<file path="src/hdl/contour_polygon_moments_assert.svh">
// assertion macros used by the top level design file
`ifndef CONTOUR_POLYGON_MOMENTS_ASSERT_SVH
`define CONTOUR_POLYGON_MOMENTS_ASSERT_SVH

`ifndef ASSERT_OFF
// antecedent implies consequent in the same cycle
`define CPM_ASSERT_IMP(label, ante, cons) \
  label: assert property (@(posedge clk) disable iff (!rst_n) (ante) |-> (cons)) \
    else $error("%m: assertion failed");
// antecedent implies consequent in the next cycle
`define CPM_ASSERT_NXT(label, ante, cons) \
  label: assert property (@(posedge clk) disable iff (!rst_n) (ante) |=> (cons)) \
    else $error("%m: assertion failed");
`else
`define CPM_ASSERT_IMP(label, ante, cons)
`define CPM_ASSERT_NXT(label, ante, cons)
`endif

`endif

</file>
<file path="src/hdl/cpm_pkg.sv">
package cpm_pkg;

  // defaults for the top level parameters
  localparam int COORD_BITS_DEF  = 12;
  localparam int COUNT_BITS_DEF  = 16;
  localparam int QUEUE_DEPTH_DEF = 4;

  // input field widths
  localparam int IN_COORD_W = 12;

  // accumulator widths, two's complement
  localparam int W_AREA = 28;
  localparam int W_M1   = 42;
  localparam int W_MXX  = 54;
  localparam int W_MXY  = 55;
  localparam int W_MYY  = 54;

  // result field widths
  localparam int W_CNT_OUT  = 16;
  localparam int W_AREA_OUT = 26;
  localparam int W_M1_OUT   = 39;
  localparam int W_M2_OUT   = 52;
  localparam int W_MXY_OUT  = 53;

  typedef struct packed {
    logic [IN_COORD_W-1:0] point_x;
    logic [IN_COORD_W-1:0] point_y;
    logic                  last_point;
  } in_t;

  typedef struct packed {
    logic [W_CNT_OUT-1:0]  point_count;
    logic [W_AREA_OUT-1:0] area_twice;
    logic [W_M1_OUT-1:0]   moment_x_six;
    logic [W_M1_OUT-1:0]   moment_y_six;
    logic [W_M2_OUT-1:0]   moment_xx_twelve;
    logic [W_MXY_OUT-1:0]  moment_xy_twentyfour;
    logic [W_M2_OUT-1:0]   moment_yy_twelve;
  } out_t;

  // status of the back end toward the top level
  typedef struct packed {
    logic pending;
    logic closing;
  } back_stat_t;

endpackage

</file>
<file path="src/hdl/cpm_fifo.sv">
module cpm_fifo #(
  parameter int WIDTH = 8,
  parameter int DEPTH = cpm_pkg::QUEUE_DEPTH_DEF
) (
  input  logic             clk,
  input  logic             rst_n,
  input  logic             push,
  input  logic [WIDTH-1:0] wdata,
  output logic             in_ready,
  input  logic             pop,
  output logic [WIDTH-1:0] rdata,
  output logic             out_valid
);

  localparam int AW = (DEPTH > 1) ? $clog2(DEPTH) : 1;
  localparam int CW = $clog2(DEPTH + 1);

  logic [WIDTH-1:0] mem_r [DEPTH];
  logic [AW-1:0]    wr_ptr_r;
  logic [AW-1:0]    rd_ptr_r;
  logic [CW-1:0]    cnt_r;
  logic             do_push;
  logic             do_pop;

  // handshake status
  assign in_ready  = (cnt_r != CW'(DEPTH));
  assign out_valid = (cnt_r != '0);
  assign rdata     = mem_r[rd_ptr_r];
  assign do_push   = push & in_ready;
  assign do_pop    = pop & out_valid;

  // pointers and fill count
  always_ff @(posedge clk) begin
    if (!rst_n) begin
      wr_ptr_r <= '0;
      rd_ptr_r <= '0;
      cnt_r    <= '0;
    end else begin
      if (do_push) begin
        wr_ptr_r <= (wr_ptr_r == AW'(DEPTH - 1)) ? '0 : wr_ptr_r + 1'b1;
      end
      if (do_pop) begin
        rd_ptr_r <= (rd_ptr_r == AW'(DEPTH - 1)) ? '0 : rd_ptr_r + 1'b1;
      end
      if (do_push && !do_pop) begin
        cnt_r <= cnt_r + 1'b1;
      end else if (!do_push && do_pop) begin
        cnt_r <= cnt_r - 1'b1;
      end
    end
  end

  // entry storage
  always_ff @(posedge clk) begin
    if (do_push) begin
      mem_r[wr_ptr_r] <= wdata;
    end
  end

endmodule

</file>
<file path="config.mk">
export PLATFORM = sky130hd
export DESIGN_NAME = cpm_fifo
export DESIGN_NICKNAME = d
export VERILOG_FILES = /design/src/hdl/contour_polygon_moments_assert.svh /design/src/hdl/cpm_pkg.sv /design/src/hdl/cpm_fifo.sv
export SDC_FILE = /design/constraint.sdc
export NUM_CORES = 1
export LEC_CHECK = 0
export BUFFER_PORTS_ARGS = -buffer_cell sky130_fd_sc_hd__buf_2
export CAP_MARGIN = 30
export CORE_UTILIZATION = 40
export CTS_CLUSTER_SIZE = 24
export DETAILED_ROUTE_END_ITERATION = 8
export PLACE_DENSITY_LB_ADDON = 0.12
export SLEW_MARGIN = 25
export SYNTH_ARGS = -nofsm -noshare
export SYNTH_HDL_FRONTEND = slang
export SYNTH_SLANG_ARGS = --single-unit
export TNS_END_PERCENT = 1
</file>
<file path="constraint.sdc">
create_clock -name clk -period 4.6 [get_ports clk]
set_input_delay 0 -clock clk [delete_from_list [all_inputs] [get_ports clk]]
set_output_delay 0 -clock clk [all_outputs]
set_load 0.02 [all_outputs]
</file>
==> summary.md <==
| Metric | Value |
|---|---|
| Vias in the first global route | `894` |
| Chip height | `65.9 um` |
| Outcome | `completed` |
| Fmax | `0.411 GHz` |
| RSZ-0062 raised after global routing | `false` |
| CP cell instances | `o31ai_1 > ha_1 > inv_1 > fa_1 > xor2_1 > or3_2 > a21boi_0` |
| Die Area | `0.00435 sq mm` |
| Clk slew on worst S/H paths | `0.07 ns` |
| Fin crit share | `52.9%` |
| Vias post-DR | `862` |
| Slowest stage delay, CP | `0.51 ns` |
| Final setup fails | `0` |
| Post-CTS setup buffers | `0` |
| Yosys reg bits | `41` |
| Slew HR | `60.6%` |
| Post-DP Area | `0.00178 sq mm` |
| CTS H-Tree Depth | `2` |
| Placer Congestion | `0.673` |
| Cell Rows | `22` |
| Leak pwr | `0.723 nW` |
| Number of flops mapped to enable cells by yosys | `32` |
| Clock tree root buffer cell | `clkbuf_8` |
| Worst setup EP type | `flip-flop` |
| Die W | `65.9 um` |
| Worst setup SP type | `flip-flop` |
| Routed WL | `2640 um` |
| Worst Path Required | `4.81 ns` |
| Initial Utilization | `43.1%` |
| Post-DRT Antenna Nets | `0` |
| Multi-input logic area | `465 sq um` |
| Worst flop-to-flop path startpoint | `cnt_r[0]` |
| Vias per std cell | `4.95` |
| Clock Tree Buf Depth | `2` |
| Main flop type after synthesis | `edfxtp_1` |
| First-pass GRT wire length | `4270 um` |
| Clock Skews | `0.00889 ns` |
| Fill count | `315` |
| Diode count | `0` |
| PwrDens | `551 mW/mm^2` |
| DR WL/cell | `15.2 um` |
| Largest net degree at the start of global routing | `14` |
| Max_cap viols | `0` |
| DRC | `0` |
| Initial DRC Count | `40` |
| Synth Warn # | `0` |
| IO Pins | `22` |
| Num CTS Buffers | `5` |
| Area Growth Syn to Fin | `20.5%` |
| CTS tree | `done` |
| Worst Hold Launch | `push` |
| Pins over their slew limit | `0` |
| GRT Total Usage | `14.3%` |
| Hold Path Depth | `3` |
| Tmin final | `2.43 ns` |
| Worst vdd ir | `0.407 mV` |
| Worst-Margin Slew | `0.590 ns` |
| WP data arrival | `2.64 ns` |
| Setup Crit Path Kind | `reg -> reg` |
| Worst-path cell with the longest stage delay | `o31ai_1` |
| CTS sink cnt | `41` |
| Nets@finish | `144` |
| Distinct cells, synth | `26` |
| Synth Area per Inst | `17.6 sq um` |
| Number of detailed-route iterations in the first pass | `4` |
| Remaining Overflow, GRT | `0` |
| Reg2reg setup slack | `2.17 ns` |
| Sequential cell area | `0.00114 sq mm` |
| Hold WC Path Type | `in -> reg` |
| Layout cells sized above 1 | `34.1%` |
| # port buffers | `21` |
| Worst hold endpoint | `wr_ptr_r[0]` |
| CP max FO | `5` |
| Reg-to-Reg End | `cnt_r[2]` |
| Worst skew pair latency | `0.29 ns` |
| Worst R2R Path Depth | `7` |
| Core area | `0.00380 sq mm` |
| Synthesized area | `0.00164 sq mm` |
| Share of synthesized registers carrying an async set or reset | `0%` |
| Hold_ws | `0.0121 ns` |
| CTS resizes | `0` |
| Design Power | `0.00109 W` |
| Register area share after synthesis | `69.8%` |
| Initial antenna violation count | `0` |
| Final HPWL DP | `1750 um` |
| Setup TNS | `0 ns` |
| Gate Count Post-Synth | `93` |
| Post-Layout Inst Area | `0.00197 sq mm` |
| Syn_nets | `112` |
| Hold Vio Cnt, Final | `0` |
==> what timing repair did <==
item / CTS / global route
hold endpoints to repair: 32 / 0
endpoints found under the setup margin: 0 / 0
hold buffers: 8 / 0
==> sequential cells by signal, summed over array words and instances (netlist names), named ones only <==
| register | count |
|---|---|
| cnt_r | 3 |
| mem_r | 32 |
| rd_ptr_r | 2 |
| wr_ptr_r | 2 |
==> per-layer routing <==
layer	GRT usage, %	up-vias	share of wire (%)
met1	16.0	419	44
met4	5.59	0	2.0
met5	0	-	0
met2	24.0	22	49
li1	-	416	-
met3	6.03	5	4.7
==> how the worst max path moves through the flow <==
stage,from,end,cells past startpoint
global placement,cnt_r[0],cnt_r[2],7
finish,cnt_r[0],cnt_r[2],7
global route,cnt_r[0],cnt_r[2],7
detailed placement,cnt_r[0],cnt_r[2],7
CTS,cnt_r[0],cnt_r[2],7
floorplan,cnt_r[0],cnt_r[2],9
==> metrics by stage <==
step | std cells | util, % | setup slack, ns
2_1_floorplan | 93 | - | 2.37
5_1_grt | 174 | 51.9 | 2.04
3_3_place_gp | 158 | 46.9 | 2.31
4_1_cts | 174 | 51.9 | 2.18
3_5_place_dp | 158 | 46.9 | 2.20
6_report | 174 | 51.9 | 2.17
==> cell type report <==
type | instances | area share [%]
flip-flops and latches | 41 | 57.9
multi-input cells | 45 | 23.6
repair buffers | 29 | 9.40
clock buffers | 6 | 3.68
well taps | 48 | 3.05
clock inverters | 2 | 1.78
inverters | 3 | 0.571
==> report_power, final <==
part | total, W | switching (W) | leakage (nW) | internal (W)
Clock | 0.000281 | 0.000120 | 0.0552 | 0.000161
Combinational | 0.000300 | 0.000154 | 0.301 | 0.000146
Sequential | 0.000505 | 0.0000489 | 0.367 | 0.000456
Total | 0.00109 | 0.000324 | 0.723 | 0.000763
==> logic make-up (layout without fill, tap and decap cells) <==
| logic type | Yosys count | count (layout) | synth area share [%] |
|---|---|---|---|
| compound gates | 6 | 6 | 2.14 |
| xor+xnor | 2 | 2 | 1.07 |
| fa+ha+maj | 7 | 7 | 5.81 |
| buf+inv | 7 | 40 | 1.76 |
| flops | 41 | 41 | 69.8 |
| mux | 10 | 10 | 12.2 |
| simple gates | 20 | 20 | 7.19 |
==> cell usage in the layout (no fill, tap or decap), types with 4 or more instances in the layout <==
master         synthesis  final
dfxtp_1                9      9
and3_2                 4      4
buf_2                  1     21
dlygate4sd3_1          0      8
edfxtp_1              32     32
mux4_2                 8      8
ha_1                   6      6
o21ai_0                4      4
clkbuf_8               0      5
nand2_1                5      5
==> cell usage after synthesis, drive strengths merged, types with 2 or more instances <==
master / number / area (sq um)
edfxtp: 32 / 961
dfxtp: 9 / 180
mux4: 8 / 180
ha: 6 / 75.1
nand2: 5 / 18.8
and3: 4 / 30.0
o21ai: 4 / 20.0
inv: 3 / 11.3
and2: 2 / 15.0
buf: 2 / 8.75
clkbuf: 2 / 8.75
mux2i: 2 / 20.0
nand3: 2 / 10.0
nor2: 2 / 7.51
or3: 2 / 15.0
==> worst max-delay path: cells and delay by family, from the launching register on <==
| family | cells | cell delay, ns |
|---|---|---|
| AOI/OAI and AO/OA | 2 | 0.67 |
| xor gates and xnor gates | 1 | 0.16 |
| adders and majority gates | 2 | 0.70 |
| buffers and inverters | 1 | 0.07 |
| DFF | 1 | 0.36 |
| and+or+nand+nor | 1 | 0.40 |
Note: power is estimated with default switching activity, not from simulation.
