## config.mk

```make
export PLATFORM = sky130hd
export DESIGN_NAME = cpm_front
export DESIGN_NICKNAME = d
export VERILOG_FILES = /design/src/hdl/contour_polygon_moments_assert.svh /design/src/hdl/cpm_pkg.sv /design/src/hdl/cpm_front.sv
export SDC_FILE = /design/constraint.sdc
export NUM_CORES = 1
export LEC_CHECK = 0
export BUFFER_PORTS_ARGS = -buffer_cell sky130_fd_sc_hd__buf_2
export CORE_ASPECT_RATIO = 0.5
export CORE_MARGIN = 2
export CORE_UTILIZATION = 51
export DETAILED_ROUTE_END_ITERATION = 8
export MAX_ROUTING_LAYER = met4
export PLACE_DENSITY = 0.81
export SYNTH_ARGS = -nofsm -noshare
export SYNTH_HDL_FRONTEND = slang
export SYNTH_SLANG_ARGS = --single-unit
```

## constraint.sdc

```tcl
create_clock -name clk -period 2.8 [get_ports clk]
set_clock_uncertainty 0.1 [all_clocks]
set_input_delay 0.56 -clock clk [delete_from_list [all_inputs] [get_ports clk]]
set_output_delay 0.56 -clock clk [all_outputs]
set_load 0.05 [all_outputs]
```

## src/hdl/contour_polygon_moments_assert.svh

```systemverilog
// assertion macros used by the top level design file
`ifndef CONTOUR_POLYGON_MOMENTS_ASSERT_SVH
`define CONTOUR_POLYGON_MOMENTS_ASSERT_SVH

`ifndef ASSERT_OFF
// antecedent implies consequent in the same cycle
`define CPM_ASSERT_IMP(label, ante, cons) \
  label: assert property (@(posedge clk) disable iff (!rst_n) (ante) |-> (cons)) \
    else $error("%m: assertion failed");
// antecedent implies consequent in the next cycle
`define CPM_ASSERT_NXT(label, ante, cons) \
  label: assert property (@(posedge clk) disable iff (!rst_n) (ante) |=> (cons)) \
    else $error("%m: assertion failed");
`else
`define CPM_ASSERT_IMP(label, ante, cons)
`define CPM_ASSERT_NXT(label, ante, cons)
`endif

`endif

```

## src/hdl/cpm_pkg.sv

```systemverilog
package cpm_pkg;

  // defaults for the top level parameters
  localparam int COORD_BITS_DEF  = 12;
  localparam int COUNT_BITS_DEF  = 16;
  localparam int QUEUE_DEPTH_DEF = 4;

  // input field widths
  localparam int IN_COORD_W = 12;

  // accumulator widths, two's complement
  localparam int W_AREA = 28;
  localparam int W_M1   = 42;
  localparam int W_MXX  = 54;
  localparam int W_MXY  = 55;
  localparam int W_MYY  = 54;

  // result field widths
  localparam int W_CNT_OUT  = 16;
  localparam int W_AREA_OUT = 26;
  localparam int W_M1_OUT   = 39;
  localparam int W_M2_OUT   = 52;
  localparam int W_MXY_OUT  = 53;

  typedef struct packed {
    logic [IN_COORD_W-1:0] point_x;
    logic [IN_COORD_W-1:0] point_y;
    logic                  last_point;
  } in_t;

  typedef struct packed {
    logic [W_CNT_OUT-1:0]  point_count;
    logic [W_AREA_OUT-1:0] area_twice;
    logic [W_M1_OUT-1:0]   moment_x_six;
    logic [W_M1_OUT-1:0]   moment_y_six;
    logic [W_M2_OUT-1:0]   moment_xx_twelve;
    logic [W_MXY_OUT-1:0]  moment_xy_twentyfour;
    logic [W_M2_OUT-1:0]   moment_yy_twelve;
  } out_t;

  // status of the back end toward the top level
  typedef struct packed {
    logic pending;
    logic closing;
  } back_stat_t;

endpackage

```

## src/hdl/cpm_front.sv

```systemverilog
module cpm_front #(
  parameter int COORD_BITS = cpm_pkg::COORD_BITS_DEF,
  parameter int COUNT_BITS = cpm_pkg::COUNT_BITS_DEF
) (
  input  logic                  clk,
  input  logic                  rst_n,
  input  logic                  in_valid,
  output logic                  in_ready,
  input  cpm_pkg::in_t          in_data,
  input  logic                  q_ready,
  output logic                  q_push,
  output logic [COORD_BITS-1:0] rec_px,
  output logic [COORD_BITS-1:0] rec_py,
  output logic [COORD_BITS-1:0] rec_cx,
  output logic [COORD_BITS-1:0] rec_cy,
  output logic [COORD_BITS-1:0] rec_fx,
  output logic [COORD_BITS-1:0] rec_fy,
  output logic                  rec_has_edge,
  output logic                  rec_last,
  output logic [COUNT_BITS-1:0] rec_count
);

  logic [COORD_BITS-1:0] first_x_r;
  logic [COORD_BITS-1:0] first_y_r;
  logic [COORD_BITS-1:0] prev_x_r;
  logic [COORD_BITS-1:0] prev_y_r;
  logic [COUNT_BITS-1:0] seen_r;
  logic [COORD_BITS-1:0] x;
  logic [COORD_BITS-1:0] y;
  logic                  start;
  logic                  accept;
  logic [COUNT_BITS-1:0] count_nxt;

  // low coordinate bits only
  assign x = COORD_BITS'(in_data.point_x);
  assign y = COORD_BITS'(in_data.point_y);

  assign in_ready = q_ready;
  assign accept   = in_valid & q_ready;
  assign q_push   = accept;
  assign start    = (seen_r == '0);

  // saturating point count
  assign count_nxt = (seen_r == {COUNT_BITS{1'b1}}) ? seen_r : seen_r + 1'b1;

  // classify the point into a queue request
  always_comb begin
    rec_px       = prev_x_r;
    rec_py       = prev_y_r;
    rec_cx       = x;
    rec_cy       = y;
    rec_fx       = start ? x : first_x_r;
    rec_fy       = start ? y : first_y_r;
    rec_has_edge = !start;
    rec_last     = in_data.last_point;
    rec_count    = count_nxt;
  end

  // contour tracking state
  always_ff @(posedge clk) begin
    if (!rst_n) begin
      first_x_r <= '0;
      first_y_r <= '0;
      prev_x_r  <= '0;
      prev_y_r  <= '0;
      seen_r    <= '0;
    end else if (accept) begin
      if (start) begin
        first_x_r <= x;
        first_y_r <= y;
      end
      prev_x_r <= x;
      prev_y_r <= y;
      seen_r   <= in_data.last_point ? '0 : count_nxt;
    end
  end

endmodule

```

==> results of run 1 <==
[layer usage]
| metal | wire length (um) | track usage | part of all wire | up-vias |
|---|---|---|---|---|
| met3 | 653 | 0.0620 | 0.070 | 18 |
| met2 | 4490 | 0.382 | 0.48 | 170 |
| met5 | 0 | - | 0 | - |
| li1 | - | - | - | 1809 |
| met4 | 117 | 0.0489 | 0.013 | 0 |
| met1 | 4090 | 0.324 | 0.44 | 1699 |
[cells in the mapped netlist, types with 3 or more instances]
cell type,instances,area (um^2)
a21oi_1,56,280
a311oi_1,4,35.0
a31oi_1,7,43.8
and4_1,5,43.8
buf_2,19,95.1
buf_4,28,210
clkbuf_1,20,75.1
dfxtp_1,64,1280
inv_1,5,18.8
nand2_1,140,526
nand3_1,33,165
nand4_1,5,31.3
nor2_1,12,45.0
nor2b_1,3,18.8
nor3_1,9,45.0
nor4_1,4,25.0
o21ai_0,29,145
or4_1,3,22.5
xnor2_1,6,52.6
xor2_1,4,35.0
[state kept, by name (all words and copies together), names as in the netlist]
name	count
seen_r	16
first_x_r	12
first_y_r	12
rec_px	12
rec_py	12
[worst max-delay path by stage]
stage	start	end	depth (start not counted)
4_1_cts	seen_r[3]	rec_count[15]	5
6_report	seen_r[0]	rec_count[13]	6
2_1_floorplan	seen_r[0]	rec_count[6]	4
3_3_place_gp	seen_r[0]	rec_count[3]	6
5_1_grt	seen_r[0]	rec_count[13]	6
3_5_place_dp	seen_r[0]	rec_count[5]	6
[timing repair]
item	in CTS	in global routing
cloned	0	0
pin swaps	1	5
setup buffers	0	7
hold buffers	0	0
gates resized for setup	27	26
hold endpoints to repair	0	0
endpoints found under the setup margin	33	38
[cells by family after synthesis]
logic type / count (synthesis) / synth area share
AND/OR/NAND/NOR: 229 / 0.308
AO/OA/AOI/OAI: 109 / 0.175
buffers and inverters: 77 / 0.119
flip-flops: 64 / 0.364
XOR/XNOR: 10 / 0.0248
adder cells (fa/ha/maj): 2 / 0.00710
multiplexers: 1 / 0.00319
[power breakdown]
group	total (mW)	internal, mW	switching, mW
combinational	0.529	0.130	0.398
sequential	0.963	0.946	0.0169
clock	0.973	0.587	0.386
total	2.46	1.66	0.801
[metrics by stage]
step                      cell area (um^2)  setup slack (ps)
after global routing                  4440              -123
after global placement                3970               188
after detailed placement              3970               175
after CTS                             4310             -39.0
final                                 4440             -43.5
after floorplan                       3540               122
[critical path: cells and delay by family (launching register included)]
family,cells,cell delay [ps]
and+or+nand+nor,2,500
AOI/OAI and AO/OA,2,410
DFF,1,390
buffers and inverters,1,300
adders and majority gates,1,260
[final cells by class]
class,count,share of cell area
timing repair buffer,137,0.188
clock inverter,6,0.00846
multi-input combinational,351,0.430
inverter,7,0.00648
clock buffer,9,0.0507
tap,92,0.0259
sequential,64,0.291
==> results.py, run 1 <==
metrics = {
    "worst_setup_path": {
        "worstRegToRegCells": 7,
        "r2r-end": "seen_r[13]",
        "end_kind": "output pin",
        "worstPathRequired_ps": 2140,
        "worst-setup-path-type": "reg -> out",
        "critPathMaxFanout": 10,
        "cp-start-kind": "flip-flop",
        "crit_slowest_cell": "dfxtp_2",
        "reg2reg_setup_slack_ps": 750,
        "crit_path_cell_trace": "ha_2, nand3_4, nor3_1, o21ai_0, o21ai_1, buf_2",
        "critical_path.reg2reg.startpoint": "seen_r[0]",
        "cp.arrival_ps": 2180,
        "max_stage_delay_ps": 390,
    },
    "timing": {
        "finalWorstSetupSlack_ps": -43.5,
        "setup_viol": 1,
        "maxClockFrequency_mhz": 352,
        "fin_setup_tns_ps": -43.5,
        "hold_slack_ps": 350,
        "slew_viol_final": 0,
        "rsz0062_at_grt": "true",
        "timing.slew.headroom": 0.613,
        "fin_crit_sh": 1.02,
        "min_period_ps": 2840,
        "worstMarginPinSlew_ps": 581,
        "final-hold-violation-count": 0,
    },
    "clocking": {
        "tritoncts": "built",
        "numCtsBuffers": 9,
        "worstSkewPairLatency_ps": 320,
        "h-tree-depth": 3,
        "path_clk_slew_ps": 50,
        "cts-root-buf": "clkbuf_16",
        "cts.sinks": 64,
        "clockBufferDepth": 2,
    },
    "synthesis": {
        "synth_cells": 492,
        "synth_seq_area_share": 0.364,
        "synth-edff-count": 0,
        "ys.warnings.count": 0,
        "synth-seq-cells": 64,
        "synthFlopType": "dfxtp_1",
        "yosysUniqueCellTypes": 51,
        "synthesis.nets": 523,
        "synthArstFlopShare": 0,
        "syn_avg_cell_area_um2": 7.16,
        "syn_area_um2": 3520,
    },
    "detailed_routing": {
        "routed_via_density": 5.55,
        "drtIter0Drc": 192,
        "wl_per_cell_um": 14.0,
        "drc": 0,
        "num_vias": 3696,
        "dr.pass1.iters": 5,
        "drtAntennaViolNets": 0,
        "finalWirelength_um": 9350,
    },
    "power": {
        "power.total_mw": 2.46,
        "cellPowerDensity_nw_per_um2": 555,
        "vdd_drop_max_mv": 0.291,
        "leakagePower_nw": 1.95,
    },
    "hold_path": {
        "hp-class": "reg -> reg",
        "min_path_cells": 2,
        "hold_end": "rec_py[7]",
        "hold_start": "rec_py[7]",
    },
    "final_layout": {
        "multiInputGateArea_um2": 1910,
        "final_common_cell": "nand2_1",
        "final_util": 0.665,
        "layout-drive-gt1-share": 0.322,
        "areaGrowthSynthToFinish_pct": 25.9,
        "most-common-layout-cells": "nand2_1 (139), buf_2 (94), dfxtp_1 (57)",
        "regArea_um2": 1290,
        "instances_no_fill": 666,
        "fin_nets": 601,
        "num_antenna_cells": 0,
        "n_fill_cell": 588,
    },
    "global_routing": {
        "grt_pass1_wl_um": 14700,
        "grt_pass1_vias": 3013,
        "grt_max_degree": 60,
        "antenna_found_initial": 0,
        "grt-ovfl-total": 0,
        "gr-usage-all-layers": 0.244,
    },
    "placed_design": {
        "hpwl_um": 5920,
        "placed_cells": 644,
        "gp_congestion": 0.869,
        "io_buffers": 120,
    },
    "floorplan": {
        "initial_utilization": 0.528,
        "core_um2": 6670,
        "dieWidth_um": 122,
        "die_area_um2": 7630,
        "die_h_um": 62.8,
        "rows": 21,
        "ios": 121,
    },
    "status": {
        "status": "finished, violations left",
        "violations": "negative setup slack",
    },
    "job": {
        "cap_viol_max_count": 0,
    },
}
Power figures use the tool's default switching activity.
==> inputs of run 2 (changes only) <==
--- a/config.mk
+++ b/config.mk
@@ -5,13 +5,14 @@
 export SDC_FILE = /design/constraint.sdc
 export NUM_CORES = 1
 export LEC_CHECK = 0
+export ABC_AREA = 1
 export BUFFER_PORTS_ARGS = -buffer_cell sky130_fd_sc_hd__buf_2
 export CORE_ASPECT_RATIO = 0.5
 export CORE_MARGIN = 2
 export CORE_UTILIZATION = 51
 export DETAILED_ROUTE_END_ITERATION = 8
 export MAX_ROUTING_LAYER = met4
-export PLACE_DENSITY = 0.81
+export PLACE_DENSITY = 0.8
 export SYNTH_ARGS = -nofsm -noshare
 export SYNTH_HDL_FRONTEND = slang
 export SYNTH_SLANG_ARGS = --single-unit
==> run 2 against run 1 <==
The run now ends clean. Sequential power is 2.3% higher. Routed wire length grew 3.9%. Register-to-register slack better by 160 ps. Final area increased by 2.5%. Synthesized area up 4.2%. Fmax is 7.0% higher. First-iteration DRC count rose by 25%. Clock-buffer cell count rose by 4. Power increased by 9.4%. Combinational power increased by 11%. Critical endpoint is now rec_count[8]. Largest power group unchanged. Highest routed layer unchanged.
==> results.py, run 2 <==
metrics = {
    "status": {
        "status": "completed",
    },
    "power": {
        "leakagePower_nw": 2.37,
        "power.total_mw": 2.70,
        "p_int_mw": 1.84,
        "cellPowerDensity_nw_per_um2": 593,
        "p_comb_frac": 0.217,
        "swShare": 0.317,
        "power.clock.fraction": 0.417,
        "p_switching_mw": 0.855,
        "seq_power_share": 0.365,
        "vdd_drop_max_mv": 0.308,
    },
    "final_layout": {
        "top_register": "seen_r",
        "largest_register_ffs": 16,
        "n_fill_cell": 635,
        "num_antenna_cells": 0,
        "final_common_cell": "nor2_1",
        "multiInputGateArea_um2": 1900,
        "most-common-layout-cells": "nor2_1 (111), buf_2 (103), nand2_1 (64)",
        "regArea_um2": 1280,
        "instances_no_fill": 722,
        "layout-drive-gt1-share": 0.375,
        "fin_nets": 656,
        "areaGrowthSynthToFinish_pct": 23.8,
        "final_util": 0.666,
    },
    "global_routing": {
        "antenna_found_initial": 0,
        "gr-usage-all-layers": 0.259,
        "grt_pass1_wl_um": 15500,
        "grt-ovfl-total": 0,
        "grt_pass1_vias": 3266,
        "grt_max_degree": 65,
    },
    "detailed_routing": {
        "drtAntennaViolNets": 0,
        "drtIter0Drc": 240,
        "wl_per_cell_um": 13.5,
        "finalWirelength_um": 9710,
        "num_vias": 3669,
        "dr.pass1.iters": 4,
        "drc": 0,
        "routed_via_density": 5.08,
    },
    "hold_path": {
        "hp-class": "reg -> reg",
    },
    "timing": {
        "min_period_ps": 2660,
        "rsz0062_at_grt": "false",
        "finalWorstSetupSlack_ps": 142,
        "setup_viol": 0,
        "fin_setup_tns_ps": 0,
        "final-hold-violation-count": 0,
        "timing.slew.headroom": 0.278,
        "slew_viol_final": 0,
        "fin_crit_sh": 0.949,
        "worstMarginPinSlew_ps": 1080,
        "maxClockFrequency_mhz": 376,
    },
    "worst_setup_path": {
        "worstPathRequired_ps": 2140,
        "cp-start-kind": "flip-flop",
        "end_kind": "output pin",
        "cp.arrival_ps": 2000,
        "worst-setup-path-type": "reg -> out",
        "critPathMaxFanout": 6,
    },
    "synthesis": {
        "yosysTopAreaCell": "dfxtp_1",
        "yosysUniqueCellTypes": 29,
        "ys.warnings.count": 0,
        "synth_seq_area_share": 0.349,
        "synth-edff-count": 0,
        "synth_cells": 534,
        "synthesis.nets": 565,
        "synth_common_cells": "nor2_1 (112), nand2_1 (65), dfxtp_1 (64)",
        "synth_top_cell_area_share": 0.349,
        "synthTopCellsByArea": "dfxtp_1 (35%), nor2_1 (11%), nand2_2 (8.2%)",
        "synthFlopType": "dfxtp_1",
        "syn_area_um2": 3670,
        "syn_avg_cell_area_um2": 6.88,
        "synth-seq-cells": 64,
        "synth_most_common_cell": "nor2_1",
        "synthArstFlopShare": 0,
    },
    "clocking": {
        "cts_hold_buf": 0,
        "h-tree-depth": 3,
        "cts-root-buf": "clkbuf_16",
        "worstSkewPairLatency_ps": 330,
        "numCtsBuffers": 9,
        "clockBufferDepth": 2,
        "tritoncts": "built",
        "path_clk_slew_ps": 50,
        "cts.sinks": 64,
    },
    "placed_design": {
        "dp_slack_ps": 289,
        "hpwl_um": 6580,
        "io_buffers": 120,
        "gp_congestion": 0.886,
        "placed_cells": 701,
    },
    "floorplan": {
        "ios": 121,
        "core_um2": 6830,
        "initial_utilization": 0.538,
        "die_h_um": 64.0,
        "dieWidth_um": 124,
        "rows": 21,
        "die_area_um2": 7940,
    },
    "job": {
        "cap_viol_max_count": 0,
    },
}
## run 2: changes by cell type in the layout (fill, tap and decap cells not counted), sizes merged, moves of 10 or more
cell,previous run,this run
nand3,35,46
o21ai,30,51
inv,7,45
buf,130,118
a21oi,56,16
clkbuf,16,28
nand2,140,114
nor3,10,0
nor2,12,119
## run 2: cell families (layout without fill, tap and decap cells)
group / count (synthesis) / in the layout / synth area share
buffers and inverters: 98 / 194 / 0.139
adders and majority gates: 2 / 2 / 0.00681
and+or+nand+nor: 297 / 297 / 0.393
DFF: 64 / 64 / 0.349
xor gates and xnor gates: 4 / 4 / 0.00954
AOI/OAI and AO/OA: 69 / 69 / 0.103
## run 2: stage by stage
stage          instance area (um^2)  hold WS (ps)
4_1_cts                        4440           380
3_3_place_gp                   4120           357
3_5_place_dp                   4120           369
6_report                       4550           375
5_1_grt                        4550           398
2_1_floorplan                  3670           384
## run 2: cell type report
type | count | share of cell area
flip-flops and latches | 64 | 0.283
well taps | 92 | 0.0253
clock inverters | 3 | 0.00880
inverters | 45 | 0.0371
repair buffers | 133 | 0.172
clock buffers | 13 | 0.0572
multi-input cells | 372 | 0.417
## run 2: final timing paths
path / startpoint / to / slack (ps) / depth (start not counted)
max: seen_r[1] / rec_count[8] / 140 / 7
min: rec_py[11] / rec_py[11] / 370 / 2
max reg2reg: seen_r[0] / first_y_r[5] / 910 / 9
min reg2reg: rec_py[11] / rec_py[11] / 370 / 2
## run 2: power groups by stage
stage | Combinational (mW) | Sequential (mW) | Clock (mW)
detailed placement | 0.567 | 1.00 | 0
floorplan | 0.382 | 1.08 | 0
global placement | 0.562 | 1.00 | 0
finish | 0.586 | 0.985 | 1.12
global route | 0.624 | 0.991 | 1.18
CTS | 0.570 | 0.985 | 1.14
## run 2: repair_timing
item | in CTS | in global routing
hold endpoints to repair | 0 | 0
endpoints found under the setup margin | 21 | 31
pin swaps | 1 | 2
buffers inserted | 2 | 3
resized for setup | 1 | 28
## run 2: critical path: stages (launching register included)
cell	delay, ps
dfxtp_2	380
ha_2	250
inv_1	80
nor2_2	170
nand2_2	130
xor2_1	170
or2_2	270
buf_2	210
## run 2: metal layers
layer	GRT usage	vias up	share of wire
met1	0.317	1712	0.45
met5	-	-	0
met2	0.425	101	0.48
li1	-	1848	-
met4	0.0716	0	0.0061
met3	0.0652	8	0.058
